==> src/bpq_cell.sv <==
`timescale 1ns / 1ps
// ----------------------------------------------------------------------------
// bpq_cell
// one distance cell: squares one channel difference and passes sums on
// ----------------------------------------------------------------------------
module bpq_cell (
    input  logic        clk,
    input  logic        rst_n,
    input  logic        in_valid,
    input  logic [7:0]  in_index,
    input  logic [7:0]  target,
    input  logic [7:0]  comp,
    input  logic [16:0] in_sum,
    input  logic [23:0] in_rest,
    output logic        out_valid,
    output logic [7:0]  out_index,
    output logic [17:0] out_sum,
    output logic [23:0] out_rest
);
    logic [8:0]  diff;
    logic [15:0] sq;

    always_comb
    begin
        diff = (target >= comp) ? {1'b0, target - comp} : {1'b0, comp - target};
        sq   = diff[7:0] * diff[7:0];
    end

    always_ff @(posedge clk or negedge rst_n)
    begin
        if (!rst_n)
            out_valid <= 1'b0;
        else
            out_valid <= in_valid;
    end

    always_ff @(posedge clk)
    begin
        out_index <= in_index;
        out_sum   <= {1'b0, in_sum} + {2'd0, sq};
        out_rest  <= in_rest;
    end
endmodule
==> config.mk <==
export PLATFORM = sky130hd
export DESIGN_NAME = bpq_cell
export DESIGN_NICKNAME = d
export VERILOG_FILES = /design/src/bpq_cell.sv
export SDC_FILE = /design/constraint.sdc
export NUM_CORES = 1
export LEC_CHECK = 0
export ABC_AREA = 1
export BUFFER_PORTS_ARGS = -buffer_cell sky130_fd_sc_hd__buf_2
export CAP_MARGIN = 10
export CORE_MARGIN = 4
export CORE_UTILIZATION = 31
export CTS_BUF_LIST = sky130_fd_sc_hd__clkbuf_4
export DETAILED_ROUTE_END_ITERATION = 12
export PLACE_DENSITY = 0.52
export SLEW_MARGIN = 20
export SYNTH_ARGS = -nofsm -noshare
export SYNTH_HDL_FRONTEND = slang
export SYNTH_SLANG_ARGS = --single-unit
export TNS_END_PERCENT = 100
==> constraint.sdc <==
create_clock -name clk -period 1.12 [get_ports clk]
set_input_delay 0.224 -clock clk [delete_from_list [all_inputs] [get_ports clk]]
set_output_delay 0.224 -clock clk [all_outputs]
set_load 0.02 [all_outputs]
==> results.toml, run 1 <==
[run_status]
outcome = "finished with violations"
violations = "negative setup slack"

[detailed_routing]
wl_per_cell_um = 11.7
route.detailed.drc = 0
vias = 3950
drtIter0Drc = 61
routed_via_density = 4.24
dr.pass1.iters = 4
totalWireLength_um = 10900
postRouteAntennaNets = 0

[finish]
nets = 917
antenna_cells = 0
multiInputGateArea_sq_um = 3530
area_growth_pct = 77.5
layout.cells.non_filler = 931
fillers = 1193
final_core_util_pct = 56.2
drive_gt1_share_pct = 56.8
register_area_sq_um = 1070

[sta]
tightestPinTransition_ns = 0.275
setup_ws_ns = -3.34
hold_viol = 0
slew_headroom_pct = 81.6
period_needed_ns = 4.46
period_share_pct = 398
rsz0062_at_grt = "true"
slew_violations = 0
max_clock_freq_mhz = 224
setup_violations = 16

[worst_setup_path]
cp_max_fo = 6
critPathMaxStageDelay_ns = 0.59
path_class = "in -> reg"
cp_top_family = "adder cells"
critPathLaunchType = "input port"
crit_arrival_ns = 4.75
path_common_cell = "fa_2"
crit_path_end_kind = "flip-flop"
critical_path_buf_inv_count = 9
cp_slowest_cell = "fa_2"
worstPathRequired_ns = 1.41

[synth]
yosys_warnings = 0
yosysSeqAreaShare_pct = 24.4
synth-edff-count = 0
syn_inst = 498
async_flop_share_pct = 1.96
synth_area_per_cell_sq_um = 8.46
synth_seq_cells = 51
synthFlopType = "dfxtp_1"
synth_area_sq_um = 4210
synthDistinctLibCells = 33
synth_fp_nets = 661

[placed_design]
io_buffer_count = 118
hpwl_um = 8430
routabilityCongestion = 0.793
dp.cells = 863

[floorplanning]
rows = 42
die_y_um = 125
num_io_pins = 119
die_x_um = 125
core_sq_um = 13300
dieArea_sq_um = 15500
start_util_pct = 31.7

[clock_tree]
root_buffer = "clkbuf_4"
htreeDepth = 2
clk_path_buf_depth = 2
cts_num_sinks = 51
clk_pin_slew_ns = 0.16
cts_inserted_buffers = 5
cts_tree = "built"

[grt]
antenna_found_initial = 0
grt_max_degree = 19
gr-total-overflow = 0
grt_pass1_vias = 4063
grt_pass1_wl_um = 18100
grt_usage_pct = 13.6

[run]
maxCapViolations = 0

[worst_hold_path]
hold_path.class = "in -> reg"
state kept, by name, indices dropped and copies added (netlist names):
| signal | count |
|---|---|
| out_rest | 24 |
| out_sum | 18 |
| out_valid | 1 |
| out_index | 8 |
final cells by class:
| cell class | count | share of cell area, % |
|---|---|---|
| clock inverters | 3 | 0.385 |
| inverters | 127 | 7.16 |
| multi-input cells | 316 | 47.2 |
| flip-flops and latches | 51 | 14.3 |
| well taps | 176 | 2.95 |
| clock buffers | 5 | 0.502 |
| repair buffers | 253 | 27.5 |
layer usage:
layer  up-vias  wire, um  GRT usage, %
met5         -         0             0
met4         0       148          3.42
met3        12       558          3.17
met2        93      5550          24.1
met1      1836      4650          16.6
li1       2009         -             -
per-stage QoR:
stage	instance area, sq um	worst slack, ns	hold WS (ns)	TNS [ns]
CTS	6640	-3.31	0.0424	-48.08
detailed placement	5840	-3.98	0.000514	-58.25
global placement	5840	-3.91	-0.00134	-57.11
global route	7480	-3.51	0.0453	-51.14
finish	7480	-3.34	0.0731	-48.73
floorplan	4510	-3.49	-0.0716	-50.45
cells in the mapped netlist (3+ instances only):
| master | number | area, sq um |
|---|---|---|
| a21oi_1 | 18 | 90.1 |
| dfxtp_1 | 50 | 1000 |
| fa_1 | 39 | 781 |
| ha_1 | 56 | 701 |
| inv_1 | 123 | 462 |
| nand2_1 | 89 | 334 |
| nand2_2 | 6 | 37.5 |
| nand2_4 | 8 | 90.1 |
| nand3_1 | 17 | 85.1 |
| nand3_2 | 3 | 30.0 |
| nand4_1 | 4 | 25.0 |
| nor2_1 | 30 | 113 |
| nor2_2 | 3 | 18.8 |
| o21bai_1 | 4 | 30.0 |
| xnor2_1 | 8 | 70.1 |
| xor2_1 | 15 | 131 |
cell families after synthesis:
logic type                 after synthesis  share of synthesized area, %
adders and majority gates               95                          35.2
xor gates and xnor gates                23                          4.78
DFF                                     51                          24.4
and+or+nand+nor                        166                          18.9
buffers and inverters                  131                          12.2
AOI/OAI and AO/OA                       32                          4.58
final timing paths:
check | end | slack, ns | start | cells past startpoint
max | out_sum[13] | -3.34 | target[0] | 27
min | out_sum[1] | 0.07 | in_sum[1] | 2
max in group asynchronous | out_valid | 0.89 | rst_n | 2
min in group asynchronous | out_valid | 0.15 | rst_n | 2
cell usage in the layout (no fill, tap or decap), types with 3 or more instances in the layout:
cell type / n
clkbuf_4: 5
buf_2: 60
nand3_2: 8
fa_1: 28
dlygate4sd3_1: 34
xor2_1: 10
inv_1: 87
nand3_4: 4
nor2_2: 9
buf_6: 53
xnor2_1: 6
inv_2: 32
buf_4: 104
inv_4: 4
a21oi_4: 6
ha_1: 34
xor2_2: 5
nand2_2: 17
nand4_1: 4
nor2_1: 14
nand2_4: 15
nand2_8: 10
a21oi_2: 4
nand2_1: 61
ha_4: 22
nand3_1: 10
dfxtp_1: 18
o21bai_1: 3
dfxtp_2: 32
nor2_4: 11
fa_2: 11
a21oi_1: 9
what timing repair did:
| item | 4_1_cts | 5_1_grt |
|---|---|---|
| buffers inserted | 14 | 15 |
| endpoints found under the setup margin | 33 | 64 |
| pin swaps | 49 | 46 |
| resized for setup | 76 | 211 |
| endpoints found under the hold margin | 34 | 0 |
| hold buffers | 34 | 0 |
Power of run 1 is not shown: default switching activity piles up to over one toggle a cycle in this logic, so the estimate is an artifact.
==> run 2: changes to the inputs <==
Settings changed: SKIP_CTS_REPAIR_TIMING set to 1.
==> results.toml, run 2 (same netlist as run 1, synthesis figures left out) <==
[sta]
period_share_pct = 399
slew_violations = 0
rsz0062_at_grt = "true"
hold_viol = 0
period_needed_ns = 4.47
tightestPinTransition_ns = 0.462
slew_headroom_pct = 69.0
setup_ws_ns = -3.35
max_clock_freq_mhz = 224
setup_violations = 17

[placed_design]
hpwl_um = 8430
routabilityCongestion = 0.793
post-place-ws_ns = -3.98
io_buffer_count = 118

[clock_tree]
cts_tree = "built"
htreeDepth = 2
root_buffer = "clkbuf_4"
clk_path_buf_depth = 2
clk_pin_slew_ns = 0.16
cts_inserted_buffers = 5
cts_num_sinks = 51

[detailed_routing]
route.detailed.drc = 0
dr.pass1.iters = 4
drtIter0Drc = 79
totalWireLength_um = 10900
vias = 3858
routed_via_density = 4.18
wl_per_cell_um = 11.8
postRouteAntennaNets = 0

[finish]
largest_register_ffs = 24
layout_common_cells = "buf_4, inv_1, buf_2"
antenna_cells = 0
final_common_cell = "buf_4"
nets = 909
drive_gt1_share_pct = 56.2
regMostFlops = "out_rest"
area_growth_pct = 75.6
fillers = 1207
multiInputGateArea_sq_um = 3520
reg_top3 = "out_rest x24, out_sum x18, out_index x8"
register_area_sq_um = 1070

[floorplanning]
rows = 42
num_io_pins = 119
dieArea_sq_um = 15500
die_y_um = 125
start_util_pct = 31.7
die_x_um = 125
core_sq_um = 13300

[worst_setup_path]
cp_slowest_cell = "fa_1"
critPathMaxStageDelay_ns = 0.56
path_class = "in -> reg"
critPathLaunchType = "input port"
crit_path_end_kind = "flip-flop"
cp_max_fo = 5
crit_arrival_ns = 4.77
worstPathRequired_ns = 1.42

[grt]
grt_usage_pct = 12.4
grt_pass1_vias = 3711
grt_pass1_wl_um = 16500
grt_max_degree = 19
antenna_found_initial = 0
gr-total-overflow = 0

[run_status]
violations = "negative setup slack"
outcome = "finished with violations"

[worst_hold_path]
min_from = "in_sum[1]"
whs_path_depth = 2
hold_path.class = "in -> reg"
holdPathEnd = "out_sum[1]"

[run]
maxCapViolations = 0
==> run 2: worst max path at each step <==
stage | start | endpoint | slack (ns)
3_3_place_gp | target[0] | out_sum[15] | -3.91
2_1_floorplan | target[0] | out_sum[14] | -3.49
5_1_grt | comp[0] | out_sum[15] | -3.49
3_5_place_dp | target[0] | out_sum[15] | -3.98
6_report | target[0] | out_sum[11] | -3.35
4_1_cts | target[0] | out_sum[15] | -3.58
==> run 2: area by class of cell <==
type / count / area share [%]
Multi-Input combinational cell: 316 / 47.6
Timing Repair Buffer: 245 / 26.7
Sequential cell: 51 / 14.5
Inverter: 127 / 7.37
Tap cell: 176 / 2.98
Clock buffer: 5 / 0.507
Clock inverter: 3 / 0.389
==> run 2: metrics by stage <==
| stage | utilization (%) | TNS [ns] | hold WS, ns | cell area, sq um | std cells |
|---|---|---|---|---|---|
| after floorplan | - | -50.45 | -0.0716 | 4510 | 498 |
| after CTS | 44.4 | -51.40 | -0.444 | 5910 | 871 |
| after global placement | 43.9 | -57.11 | -0.00134 | 5840 | 863 |
| after global routing | 55.6 | -51.14 | 0.0453 | 7400 | 923 |
| after detailed placement | 43.9 | -58.25 | 0.000514 | 5840 | 863 |
| final | 55.6 | -48.72 | 0.0715 | 7400 | 923 |
==> run 2: critical path: cells and delay by family <==
| kind | cells | cell delay [ns] |
|---|---|---|
| XOR/XNOR | 2 | 0.29 |
| AO/OA/AOI/OAI | 3 | 0.41 |
| AND/OR/NAND/NOR | 9 | 0.72 |
| buffers and inverters | 8 | 0.57 |
| adder cells (fa/ha/maj) | 7 | 2.57 |
==> run 2: per-layer routing <==
layer / wire length [um] / vias to the layer above / global-route usage [%]
met5: 0 / - / 0
met4: 90 / 0 / 2.97
met3: 502 / 7 / 2.79
met2: 5610 / 85 / 21.6
met1: 4730 / 1775 / 15.6
li1: - / 1991 / -
Power of run 2 is left out for the same reason.
==> run 3: changes to the inputs <==
Settings changed: GPL_TIMING_DRIVEN set to 0, PLACE_DENSITY 0.52 to 0.54.
Clock period 1.12 ns to 4.05 ns, I/O delays scaled along.
==> results.toml, run 3 (same netlist as run 1, synthesis figures left out) <==
[detailed_routing]
vias = 3505
dr.pass1.iters = 4
routed_via_density = 4.21
drtIter0Drc = 41
wl_per_cell_um = 11.2
route.detailed.drc = 0
postRouteAntennaNets = 0
totalWireLength_um = 9340

[sta]
rsz0062_at_grt = "true"
slew_headroom_pct = 82.0
max_clock_freq_mhz = 193
hold_viol = 0
period_needed_ns = 5.18
tightestPinTransition_ns = 0.267
setup_ws_ns = -1.13
setup_violations = 15
period_share_pct = 128
slew_violations = 0

[worst_setup_path]
crit_path_end_kind = "flip-flop"
path_common_cell = "fa_1"
worstPathRequired_ns = 4.31
crit_arrival_ns = 5.44
cp_max_fo = 7
critPathMaxStageDelay_ns = 0.54
cp_slowest_cell = "fa_1"
critPathLaunchType = "input port"
path_class = "in -> reg"

[finish]
regMostFlops = "out_rest"
largest_register_ffs = 24
layout_common_cells = "buf_2, inv_1, nand2_1"
final_core_util_pct = 45.4
finish.instance_area_sq_um = 6030
nets = 818
area_growth_pct = 43.2
antenna_cells = 0
reg_top3 = "out_rest x24, out_sum x18, out_index x8"
final_common_cell = "buf_2"
drive_gt1_share_pct = 43.3

[placed_design]
routabilityCongestion = 0.847
io_buffer_count = 118
place_area_sq_um = 5240
hpwl_um = 7750

[clock_tree]
cts_tree = "built"
root_buffer = "clkbuf_4"
htreeDepth = 2
cts_inserted_buffers = 5
clk_path_buf_depth = 2
clk_pin_slew_ns = 0.14
cts_num_sinks = 51

[floorplanning]
num_io_pins = 119
core_sq_um = 13300
rows = 42
start_util_pct = 31.7
die_x_um = 125
die_y_um = 125
dieArea_sq_um = 15500

[worst_hold_path]
hold_path.class = "in -> async"

[run_status]
violations = "negative setup slack"
outcome = "finished with violations"

[grt]
gr-total-overflow = 0
grt_max_degree = 17
grt_pass1_wl_um = 15600
grt_usage_pct = 11.8
antenna_found_initial = 0
grt_pass1_vias = 3523

[run]
maxCapViolations = 0
-- run 3: metrics by stage --
stage / std cells / TNS [ns] / hold WS, ns / setup slack (ns)
floorplan: 498 / -13.47 / 0.514 / -1.15
global placement: 792 / -20.59 / 0.585 / -1.66
detailed placement: 792 / -20.94 / 0.585 / -1.71
CTS: 800 / -14.87 / 0.162 / -1.31
global route: 832 / -15.34 / 0.148 / -1.31
finish: 832 / -13.29 / 0.199 / -1.13
-- run 3: final cells by class --
cell class	count	area, sq um
multi-input combinational	316	3250
buffer	3	33.8
sequential	51	1030
inverter	127	517
clock inverter	3	42.5
clock buffer	5	37.5
fill	1321	7260
timing repair buffer	151	903
tap	176	220
-- run 3: path summary, 6_finish.rpt --
path,startpoint,slack [ns],cells past startpoint,endpoint
min in group clk,in_rest[15],0.54,1,out_rest[15]
worst max-delay path,target[0],-1.13,30,out_sum[13]
max in group asynchronous,rst_n,3.77,1,out_valid
worst min-delay path,rst_n,0.20,1,out_valid
-- run 3: metal layers --
layer	part of all wire (%)	routed length [um]	vias up	GRT usage (%)
met5	0	0	-	0
met3	5.1	474	6	2.32
met1	44	4070	1606	14.3
met4	1.1	101	0	2.90
li1	-	-	1807	-
met2	50	4700	86	21.3
-- run 3: critical path: cells and delay by family --
family	cells	cell delay [ns]
adders and majority gates	7	2.57
buffers and inverters	10	0.87
and+or+nand+nor	10	0.82
AOI/OAI and AO/OA	2	0.23
xor gates and xnor gates	1	0.13
Power of run 3 is left out for the same reason.
